===== src/design/fdm_pkg.sv =====
// fdm_pkg: shared constants for the frame drop monitor.
// Register indexes, reset values and loss status codes.
// No dependencies.
package fdm_pkg;

  typedef enum logic [2:0] {
    REG_CYCLE_TIME  = 3'd0,
    REG_LATE_FACTOR = 3'd1,
    REG_MULTI_LOSS  = 3'd2,
    REG_DISCONNECT  = 3'd3,
    REG_HOLDOFF     = 3'd4,
    REG_WARMUP      = 3'd5,
    REG_SENSOR_EN   = 3'd6,
    REG_ALARM_EN    = 3'd7
  } reg_idx_t;

  typedef enum logic [1:0] {
    LOSS_NONE       = 2'd0,
    LOSS_ONE        = 2'd1,
    LOSS_MULTIPLE   = 2'd2,
    LOSS_DISCONNECT = 2'd3
  } loss_t;

  localparam logic [7:0]  RST_CYCLE_TIME  = 8'd12;
  localparam logic [7:0]  RST_LATE_FACTOR = 8'd24;
  localparam logic [7:0]  RST_MULTI_LOSS  = 8'd2;
  localparam logic [15:0] RST_DISCONNECT  = 16'd1000;
  localparam logic [15:0] RST_HOLDOFF     = 16'd5000;
  localparam logic [15:0] RST_WARMUP      = 16'd100;
  localparam int          RATE_SCALE      = 256000;
  localparam logic [15:0] SAT16           = 16'hFFFF;

endpackage


===== src/design/fdm_ram.sv =====
// fdm_ram: generic single-write, single-read RAM with registered read data.
// No dependencies.
module fdm_ram #(
  parameter int WIDTH = 16,
  parameter int DEPTH = 16
) (
  input  logic                     clk,
  input  logic                     we,
  input  logic [$clog2(DEPTH)-1:0] waddr,
  input  logic [WIDTH-1:0]         wdata,
  input  logic [$clog2(DEPTH)-1:0] raddr,
  output logic [WIDTH-1:0]         rdata
);

  logic [WIDTH-1:0] mem [DEPTH];

  always_ff @(posedge clk) begin
    if (we) begin
      mem[waddr] <= wdata;
    end
    rdata <= mem[raddr];
  end

endmodule


===== src/design/fdm_div.sv =====
// fdm_div: shared restoring divider, one quotient bit per cycle.
// No dependencies.
module fdm_div #(
  parameter int NUM_W = 32,
  parameter int DEN_W = 20
) (
  input  logic             clk,
  input  logic             rst_n,
  input  logic             start,
  input  logic [NUM_W-1:0] num,
  input  logic [DEN_W-1:0] den,
  output logic             done,
  output logic [NUM_W-1:0] quo,
  output logic [DEN_W-1:0] rem
);

  localparam int CW = $clog2(NUM_W + 1);

  logic [NUM_W-1:0] quo_r;
  logic [DEN_W-1:0] rem_r;
  logic [DEN_W-1:0] den_r;
  logic [CW-1:0]    cnt_r;
  logic             busy_r;
  logic             done_r;
  logic [DEN_W:0]   trial;

  assign trial = {rem_r, quo_r[NUM_W-1]};

  always_ff @(posedge clk) begin
    if (!rst_n) begin
      busy_r <= 1'b0;
      done_r <= 1'b0;
      cnt_r  <= '0;
    end else begin
      done_r <= 1'b0;
      if (start) begin
        quo_r  <= num;
        rem_r  <= '0;
        den_r  <= den;
        cnt_r  <= CW'(NUM_W);
        busy_r <= 1'b1;
      end else if (busy_r) begin
        if (trial >= {1'b0, den_r}) begin
          rem_r <= DEN_W'(trial - {1'b0, den_r});
          quo_r <= {quo_r[NUM_W-2:0], 1'b1};
        end else begin
          rem_r <= trial[DEN_W-1:0];
          quo_r <= {quo_r[NUM_W-2:0], 1'b0};
        end
        cnt_r <= cnt_r - 1'b1;
        if (cnt_r == CW'(1)) begin
          busy_r <= 1'b0;
          done_r <= 1'b1;
        end
      end
    end
  end

  assign done = done_r;
  assign quo  = quo_r;
  assign rem  = rem_r;

endmodule


===== src/design/frame_drop_monitor.sv =====
// frame_drop_monitor: control loop health monitor, top level.
// Uses fdm_pkg, fdm_ram (interval window) and fdm_div (shared divider).
//
// Usage:
//  in_*  : one item per control frame (system time, frame time, sensor words).
//          An item with a zero frame time is taken and gives no result.
//  out_* : one result item per item with nonzero frame time: frame rate,
//          average/min/max interval, dropped frames, loss status, alarm.
//  cfg_* : register writes, index and data; always ready. Write only idle.
// Sequence: the interval scan reads the window RAM one entry at a time, with
//  a read state and a compare state per entry; the one divider then runs
//  three divisions in turn. NUM_W is the divider width (32 by default) and
//  the window holds 16 entries by default.
// Throughput: one item at a time; in_ready is low from acceptance until the
//  result is placed in the output register.
// Reset: window empty, all history and alarm state zero, registers at their
//  reset values; no clearing pass is needed.
// Stall: a result waits in the output register; a finished item waits for a
//  free output register before its frame, sensor and alarm history update.
module frame_drop_monitor import fdm_pkg::*; #(
  parameter int WINDOW_DEPTH = 16,
  parameter int TIME_BITS    = 32
) (
  input  logic                 clk,
  input  logic                 rst_n,
  input  logic                 cfg_valid,
  output logic                 cfg_ready,
  input  logic [2:0]           cfg_index,
  input  logic [15:0]          cfg_data,
  input  logic                 in_valid,
  output logic                 in_ready,
  input  logic [TIME_BITS-1:0] in_system_time_ms,
  input  logic [TIME_BITS-1:0] in_frame_time_ms,
  input  logic signed [15:0]   in_accel_x,
  input  logic signed [15:0]   in_accel_y,
  input  logic signed [15:0]   in_accel_z,
  input  logic signed [15:0]   in_gyro_x,
  input  logic signed [15:0]   in_gyro_y,
  input  logic signed [15:0]   in_gyro_z,
  output logic                 out_valid,
  input  logic                 out_ready,
  output logic [15:0]          out_frame_rate_q8,
  output logic [15:0]          out_avg_interval_ms,
  output logic [15:0]          out_max_interval_ms,
  output logic [15:0]          out_min_interval_ms,
  output logic [15:0]          out_frames_dropped,
  output logic [1:0]           out_loss_status,
  output logic                 out_disconnect_alarm
);

  localparam int AW     = $clog2(WINDOW_DEPTH);
  localparam int FILL_W = $clog2(WINDOW_DEPTH + 1);
  localparam int SUM_W  = 16 + $clog2(WINDOW_DEPTH);
  localparam int RNUM_W = FILL_W + 19;
  localparam int NUM_W  = (TIME_BITS > RNUM_W) ? TIME_BITS : RNUM_W;
  localparam int DEN_W  = SUM_W;

  typedef enum logic [2:0] {
    S_IDLE, S_PREP, S_PUSH, S_SCAN_RD, S_SCAN_CMP, S_DIV_GO, S_DIV_WAIT, S_FIN
  } state_t;

  typedef enum logic [1:0] {OP_AVG, OP_RATE, OP_DROP} div_op_t;

  state_t  state_r;
  div_op_t op_r;

  logic [7:0]  cycle_time_r, late_factor_r, multi_loss_r;
  logic [15:0] disconnect_r, holdoff_r, warmup_frames_r;
  logic        sensor_en_r, alarm_en_r;

  logic [TIME_BITS-1:0] now_r, ft_r, last_exec_r, last_frame_r, alarm_stamp_r, delta_r;
  logic [47:0]          acc_r, gyr_r, last_acc_r, last_gyr_r;
  logic [FILL_W-1:0]    fill_r, idx_r;
  logic [AW-1:0]        head_r;
  logic [SUM_W-1:0]     sum_r;
  logic [16:0]          warmup_r;
  logic [15:0]          mx_r, mn_r, avg_r, rate_r;
  logic                 lft_nz_r;

  logic                 out_valid_r;
  logic [15:0]          o_rate_r, o_avg_r, o_max_r, o_min_r, o_drop_r;
  logic [1:0]           o_status_r;
  logic                 o_alarm_r;

  logic                 ram_we;
  logic [AW-1:0]        ram_raddr;
  logic [15:0]          ram_rdata;
  logic [TIME_BITS-1:0] iv_diff;
  logic [15:0]          iv_sat;
  logic                 full;

  logic                 div_start, div_done;
  logic [NUM_W-1:0]     div_num, div_quo;
  logic [DEN_W-1:0]     div_den, div_rem;

  logic [TIME_BITS-1:0] lft_eff;
  logic [NUM_W:0]       q1, qs, nq;
  logic [15:0]          dropped;
  logic [11:0]          thr;
  logic                 late, sens, round_up;
  logic [1:0]           status;
  logic                 alarm;
  logic [TIME_BITS-1:0] stamp_d;
  logic [23:0]          drop_prod;
  logic                 out_free;

  assign full      = (fill_r == FILL_W'(WINDOW_DEPTH));
  assign iv_diff   = now_r - last_exec_r;
  assign iv_sat    = (iv_diff > TIME_BITS'(SAT16)) ? SAT16 : iv_diff[15:0];
  assign ram_we    = (state_r == S_PUSH) && (last_exec_r != '0);
  assign ram_raddr = (state_r == S_PREP) ? head_r : idx_r[AW-1:0];
  assign lft_eff   = (last_frame_r > ft_r) ? ft_r : last_frame_r;
  assign out_free  = !out_valid_r || out_ready;

  fdm_ram #(.WIDTH(16), .DEPTH(WINDOW_DEPTH)) u_ram (
    .clk   (clk),
    .we    (ram_we),
    .waddr (head_r),
    .wdata (iv_sat),
    .raddr (ram_raddr),
    .rdata (ram_rdata)
  );

  always_comb begin
    div_start = (state_r == S_DIV_GO);
    case (op_r)
      OP_AVG: begin
        div_num = NUM_W'(sum_r);
        div_den = (fill_r == '0) ? DEN_W'(1) : DEN_W'(fill_r);
      end
      OP_RATE: begin
        div_num = NUM_W'(NUM_W'(fill_r) * NUM_W'(RATE_SCALE)) + NUM_W'(sum_r >> 1);
        div_den = (sum_r == '0) ? DEN_W'(1) : sum_r;
      end
      OP_DROP: begin
        div_num = NUM_W'(delta_r);
        div_den = (cycle_time_r == '0) ? DEN_W'(1) : DEN_W'(cycle_time_r);
      end
      default: begin
        div_num = '0;
        div_den = DEN_W'(1);
      end
    endcase
  end

  fdm_div #(.NUM_W(NUM_W), .DEN_W(DEN_W)) u_div (
    .clk   (clk),
    .rst_n (rst_n),
    .start (div_start),
    .num   (div_num),
    .den   (div_den),
    .done  (div_done),
    .quo   (div_quo),
    .rem   (div_rem)
  );

  always_comb begin
    round_up  = ({1'b0, div_rem} << 1) >= (DEN_W + 1)'((cycle_time_r == '0) ? 8'd1
                                                                            : cycle_time_r);
    q1        = {1'b0, div_quo} + (NUM_W + 1)'(round_up);
    qs        = (q1 < (NUM_W + 1)'(2)) ? (NUM_W + 1)'(2) : q1;
    nq        = qs - 1'b1;
    thr       = 12'((16'(late_factor_r) * 16'(cycle_time_r)) >> 4);
    late      = delta_r > TIME_BITS'(thr);
    sens      = sensor_en_r && (acc_r != last_acc_r) && (gyr_r != last_gyr_r);
    dropped   = (late || sens) ? ((nq > (NUM_W + 1)'(SAT16)) ? SAT16 : nq[15:0]) : 16'd0;
    drop_prod = 24'(dropped) * 24'(cycle_time_r);
    stamp_d   = ft_r - alarm_stamp_r;
    status    = LOSS_NONE;
    alarm     = 1'b0;
    if (lft_nz_r && dropped != '0) begin
      status = LOSS_ONE;
      if (dropped >= 16'(multi_loss_r)) status = LOSS_MULTIPLE;
      if (drop_prod > 24'(disconnect_r)) begin
        status = LOSS_DISCONNECT;
        alarm  = alarm_en_r && !stamp_d[TIME_BITS-1] &&
                 (stamp_d > TIME_BITS'(holdoff_r)) && (warmup_r > 17'(warmup_frames_r));
      end
    end
  end

  always_ff @(posedge clk) begin
    if (!rst_n) begin
      state_r         <= S_IDLE;
      op_r            <= OP_AVG;
      cycle_time_r    <= RST_CYCLE_TIME;
      late_factor_r   <= RST_LATE_FACTOR;
      multi_loss_r    <= RST_MULTI_LOSS;
      disconnect_r    <= RST_DISCONNECT;
      holdoff_r       <= RST_HOLDOFF;
      warmup_frames_r <= RST_WARMUP;
      sensor_en_r     <= 1'b1;
      alarm_en_r      <= 1'b1;
      fill_r          <= '0;
      head_r          <= '0;
      sum_r           <= '0;
      last_exec_r     <= '0;
      last_frame_r    <= '0;
      last_acc_r      <= '0;
      last_gyr_r      <= '0;
      alarm_stamp_r   <= '0;
      warmup_r        <= '0;
      out_valid_r     <= 1'b0;
    end else begin
      if (cfg_valid) begin
        case (cfg_index)
          REG_CYCLE_TIME:  cycle_time_r    <= cfg_data[7:0];
          REG_LATE_FACTOR: late_factor_r   <= cfg_data[7:0];
          REG_MULTI_LOSS:  multi_loss_r    <= cfg_data[7:0];
          REG_DISCONNECT:  disconnect_r    <= cfg_data;
          REG_HOLDOFF:     holdoff_r       <= cfg_data;
          REG_WARMUP:      warmup_frames_r <= cfg_data;
          REG_SENSOR_EN:   sensor_en_r     <= cfg_data[0];
          REG_ALARM_EN:    alarm_en_r      <= cfg_data[0];
          default: ;
        endcase
      end
      if (out_valid_r && out_ready && !(state_r == S_FIN)) out_valid_r <= 1'b0;
      case (state_r)
        S_IDLE: begin
          if (in_valid && in_frame_time_ms != '0) begin
            now_r   <= in_system_time_ms;
            ft_r    <= in_frame_time_ms;
            acc_r   <= {in_accel_x, in_accel_y, in_accel_z};
            gyr_r   <= {in_gyro_x, in_gyro_y, in_gyro_z};
            state_r <= S_PREP;
          end
        end
        S_PREP: begin
          delta_r  <= ft_r - lft_eff;
          lft_nz_r <= (lft_eff != '0);
          state_r  <= S_PUSH;
        end
        S_PUSH: begin
          if (last_exec_r != '0) begin
            sum_r  <= sum_r - (full ? SUM_W'(ram_rdata) : SUM_W'(0)) + SUM_W'(iv_sat);
            if (!full) fill_r <= fill_r + 1'b1;
            head_r <= (head_r == AW'(WINDOW_DEPTH - 1)) ? AW'(0) : head_r + 1'b1;
          end
          last_exec_r <= now_r;
          mx_r        <= '0;
          mn_r        <= SAT16;
          idx_r       <= '0;
          state_r     <= S_SCAN_RD;
        end
        S_SCAN_RD: begin
          if (idx_r == fill_r) begin
            op_r    <= OP_AVG;
            state_r <= S_DIV_GO;
          end else begin
            state_r <= S_SCAN_CMP;
          end
        end
        S_SCAN_CMP: begin
          if (ram_rdata > mx_r) mx_r <= ram_rdata;
          if (ram_rdata < mn_r) mn_r <= ram_rdata;
          idx_r   <= idx_r + 1'b1;
          state_r <= S_SCAN_RD;
        end
        S_DIV_GO: begin
          state_r <= S_DIV_WAIT;
        end
        S_DIV_WAIT: begin
          if (div_done) begin
            case (op_r)
              OP_AVG: begin
                avg_r   <= div_quo[15:0];
                op_r    <= OP_RATE;
                state_r <= S_DIV_GO;
              end
              OP_RATE: begin
                rate_r  <= (div_quo > NUM_W'(SAT16)) ? SAT16 : div_quo[15:0];
                op_r    <= OP_DROP;
                state_r <= S_DIV_GO;
              end
              default: begin
                state_r <= S_FIN;
              end
            endcase
          end
        end
        S_FIN: begin
          if (out_free) begin
            out_valid_r <= 1'b1;
            o_rate_r    <= (fill_r == '0 || sum_r == '0) ? 16'd0 : rate_r;
            o_avg_r     <= (fill_r == '0) ? 16'd0 : avg_r;
            o_max_r     <= (fill_r == '0) ? 16'd0 : mx_r;
            o_min_r     <= (fill_r == '0) ? 16'd0 : mn_r;
            o_drop_r    <= lft_nz_r ? dropped : 16'd0;
            o_status_r  <= status;
            o_alarm_r   <= alarm;
            if (lft_nz_r) begin
              last_acc_r <= acc_r;
              last_gyr_r <= gyr_r;
            end
            if (alarm) alarm_stamp_r <= ft_r;
            last_frame_r <= ft_r;
            if (!(warmup_r > 17'(warmup_frames_r))) warmup_r <= warmup_r + 1'b1;
            state_r <= S_IDLE;
          end
        end
        default: state_r <= S_IDLE;
      endcase
    end
  end

  assign cfg_ready            = 1'b1;
  assign in_ready             = (state_r == S_IDLE);
  assign out_valid            = out_valid_r;
  assign out_frame_rate_q8    = o_rate_r;
  assign out_avg_interval_ms  = o_avg_r;
  assign out_max_interval_ms  = o_max_r;
  assign out_min_interval_ms  = o_min_r;
  assign out_frames_dropped   = o_drop_r;
  assign out_loss_status      = o_status_r;
  assign out_disconnect_alarm = o_alarm_r;

endmodule


===== config.mk =====
export PLATFORM = sky130hd
export DESIGN_NAME = frame_drop_monitor
export DESIGN_NICKNAME = d
export VERILOG_FILES = /design/src/design/fdm_pkg.sv /design/src/design/fdm_ram.sv /design/src/design/fdm_div.sv /design/src/design/frame_drop_monitor.sv
export SDC_FILE = /design/constraint.sdc
export NUM_CORES = 2
export LEC_CHECK = 0
export BUFFER_PORTS_ARGS = -buffer_cell sky130_fd_sc_hd__buf_2
export CORE_ASPECT_RATIO = 0.8
export CORE_MARGIN = 4
export CORE_UTILIZATION = 35
export DETAILED_ROUTE_END_ITERATION = 10
export GPL_TIMING_DRIVEN = 0
export PLACE_DENSITY_LB_ADDON = 0.05
export SLEW_MARGIN = 20
export SYNTH_ARGS = -nofsm -noshare
export SYNTH_HDL_FRONTEND = slang
export SYNTH_SLANG_ARGS = --single-unit

===== constraint.sdc =====
create_clock -name clk -period 17.4 [get_ports clk]
set_input_delay 2.61 -clock clk [delete_from_list [all_inputs] [get_ports clk]]
set_output_delay 2.61 -clock clk [all_outputs]
set_load 0.02 [all_outputs]

==> impl_metrics.json <==
{
  "outcome": "finished, final reports clean",
  "synth_edf_count": 673,
  "ys_ff_latch": 1015,
  "grt_pass1_vias": 41500,
  "core_area_um2": 165000,
  "rows": 133,
  "hpwl_um": 135000,
  "crit_slowest_cell": "or4_1",
  "dr.pass1.iters": 5,
  "port_buffers": 264,
  "syn_avg_cell_area_um2": 10.3,
  "powerDensity_nw_per_um2": 95.6,
  "min_period_ps": 16490,
  "yosys_warnings": 0,
  "cts_buffer_depth": 3,
  "ys_async_sr_fraction": 0,
  "clk_latency_ps": 780,
  "cts_hold_buffers": 0,
  "die_area_um2": 172000,
  "ys.flop_type": "edfxtp_1",
  "first_iter_violations": 2991,
  "io-pin-count": 270,
  "numCtsBuffers": 113,
  "layout_commonest_cell": "nand2_1",
  "hold_violations": 0,
  "drc": 0,
  "dieWidth_um": 463,
  "worstMarginPinSlew_ps": 1190,
  "slew_headroom": 0.209,
  "clock-skew-final_ps": 92.4,
  "netlist_instances": 5650,
  "ir_worst_vdd_uv": 88.0,
  "grt_max_degree": 32,
  "yosysUniqueCellTypes": 91,
  "gr-usage-all-layers": 0.200,
  "finalMaxSlewViolations": 0,
  "grt-ovfl-total": 0,
  "finalCritPeriodShare": 0.948,
  "crit_required_ps": 18030,
  "cp-start-kind": "register",
  "cp-end-kind": "register",
  "timing.fmax_mhz": 60.6,
  "slowest_delay_ps": 650,
  "synthToLayoutAreaGrowth_pct": 15.1,
  "num_vias": 42200,
  "die_h_um": 372,
  "start_util": 0.353,
  "hold_path.class": "reg2reg",
  "power_mw": 6.39,
  "finalWeightedCongestion": 0.844,
  "final_core_util": 0.406,
  "vias_per_cell": 5.06,
  "wl_per_cell_um": 21.0,
  "clock_sinks": 1015,
  "syn-cell-area_um2": 58100,
  "setup_violations": 0,
  "cts-root-buf": "clkbuf_16",
  "wl_um": 175000,
  "worstPathMaxFanout": 10,
  "n_fill_cell": 16100,
  "p_leak_nw": 26.2,
  "final_cell_mix": "nand2_1, edfxtp_1, inv_1, a21oi_1, ha_1",
  "antenna_found_initial": 17,
  "worstPathArrival_ps": 17120,
  "design_area_um2": 66800,
  "ys_seq_area_frac": 0.466,
  "drive_gt1_frac": 0.110,
  "crit_type": "reg2reg",
  "place_area_um2": 62800,
  "maxCapViolations": 0,
  "final_nets": 6797,
  "path_clk_slew_ps": 70,
  "cts_tree": "done",
  "grt_pass1_wl_um": 264000,
  "ant_nets": 0,
  "syn_nets": 6378,
  "htree_levels": 3
}
flip-flops by register name (all words and copies together), names as in the netlist, 32 cells and up:
name and flops:
acc_r 48, alarm_stamp_r 32, delta_r 32, ft_r 32, gyr_r 48, last_acc_r 48
last_exec_r 32, last_frame_r 32, last_gyr_r 48, now_r 32, u_div.quo 32, u_ram.mem 256
synthesized netlist by cell type (all sizes together) (22+ instances only):
| cell type | instances | share of area |
|---|---|---|
| dfxtp | 342 | 0.12 |
| mux4 | 64 | 0.025 |
| nand3 | 72 | 0.0064 |
| nor2b | 47 | 0.0051 |
| xor2 | 118 | 0.018 |
| o21a | 49 | 0.0063 |
| ha | 393 | 0.085 |
| nand4 | 83 | 0.0093 |
| nor3 | 82 | 0.0072 |
| o211ai | 30 | 0.0039 |
| or2 | 37 | 0.0040 |
| inv | 504 | 0.033 |
| o21ai | 151 | 0.013 |
| edfxtp | 673 | 0.35 |
| nand2 | 798 | 0.052 |
| and3 | 52 | 0.0057 |
| nor4 | 84 | 0.0093 |
| nand2b | 66 | 0.0071 |
| a21oi | 438 | 0.038 |
| and2 | 206 | 0.022 |
| fa | 151 | 0.052 |
| a211oi | 46 | 0.0060 |
| clkbuf | 187 | 0.012 |
| buf | 36 | 0.0032 |
| nor2 | 320 | 0.021 |
| a21o | 70 | 0.0091 |
| mux2i | 107 | 0.018 |
| o21bai | 22 | 0.0028 |
| a31oi | 35 | 0.0038 |
| xnor2 | 177 | 0.027 |
logic make-up (layout without fill, tap and decap cells):
kind of cell,count (synthesis),after routing,synth area share
other cells,1,11,0.0000646
xor+xnor,295,295,0.0445
buf+inv,727,1246,0.0479
compound gates,975,975,0.103
simple gates,1918,1918,0.158
mux,175,175,0.0441
flops,1015,1015,0.466
fa+ha+maj,544,544,0.137
where the power goes:
group / internal, mW / leakage (nW) / switching, mW
logic: 0.458 / 14.8 / 0.690
clock network: 1.43 / 1.89 / 1.08
registers: 2.64 / 9.47 / 0.0974
total: 4.53 / 26.2 / 1.86
what timing repair did:
action / 4_1_cts / 5_1_grt
setup buffers: 0 / 1
setup endpoints to repair: 0 / 35
endpoints found under the hold margin: 0 / 0
resized for setup: 0 / 14
metal layers:
metal,global-route usage,vias to the layer above,share of wire
li1,-,20600,-
met1,0.307,20500,0.51
met2,0.293,881,0.42
met3,0.0339,187,0.054
met4,0.0444,8,0.020
met5,0,-,0.00030
worst max-delay path, delay by kind of cell, from the launching register on:
kind	cells	cell delay, ps
buffers and inverters	10	2140
XOR/XNOR	2	330
adder cells (fa/ha/maj)	10	3900
multiplexers	1	130
flip-flops	1	630
AO/OA/AOI/OAI	9	2150
AND/OR/NAND/NOR	25	7070
layout make-up:
type,count,area [um^2],area share
multi-input cells,3908,28500,0.426
flip-flops and latches,1015,27100,0.405
clock buffers,145,3110,0.0465
well taps,2160,2700,0.0404
repair buffers,307,1900,0.0285
inverters,504,1890,0.0283
plain buffers,220,882,0.0132
clock inverters,70,806,0.0121
diodes,10,25.0,0.000374
per-stage QoR:
step                cells  hold WS, ps  setup TNS [ps]  worst slack (ps)
floorplan            5650          421               0              4370
global placement     8074          430               0               377
detailed placement   8115          428               0               364
CTS                  8330          447               0               335
global route         8332          461           -15.2             -15.2
finish               8339          452               0               907
path summary, 6_finish.rpt:
path | start | to | slack (ps) | depth (start not counted)
worst max register to register | cycle_time_r[7] | alarm_stamp_r[18] | 910 | 57
worst min register to register | u_div.quo[7] | avg_r[7] | 450 | 0
worst min-delay path | u_div.quo[7] | avg_r[7] | 450 | 0
worst max-delay path | cycle_time_r[7] | alarm_stamp_r[18] | 910 | 57
Power figures use the tool's default switching activity.
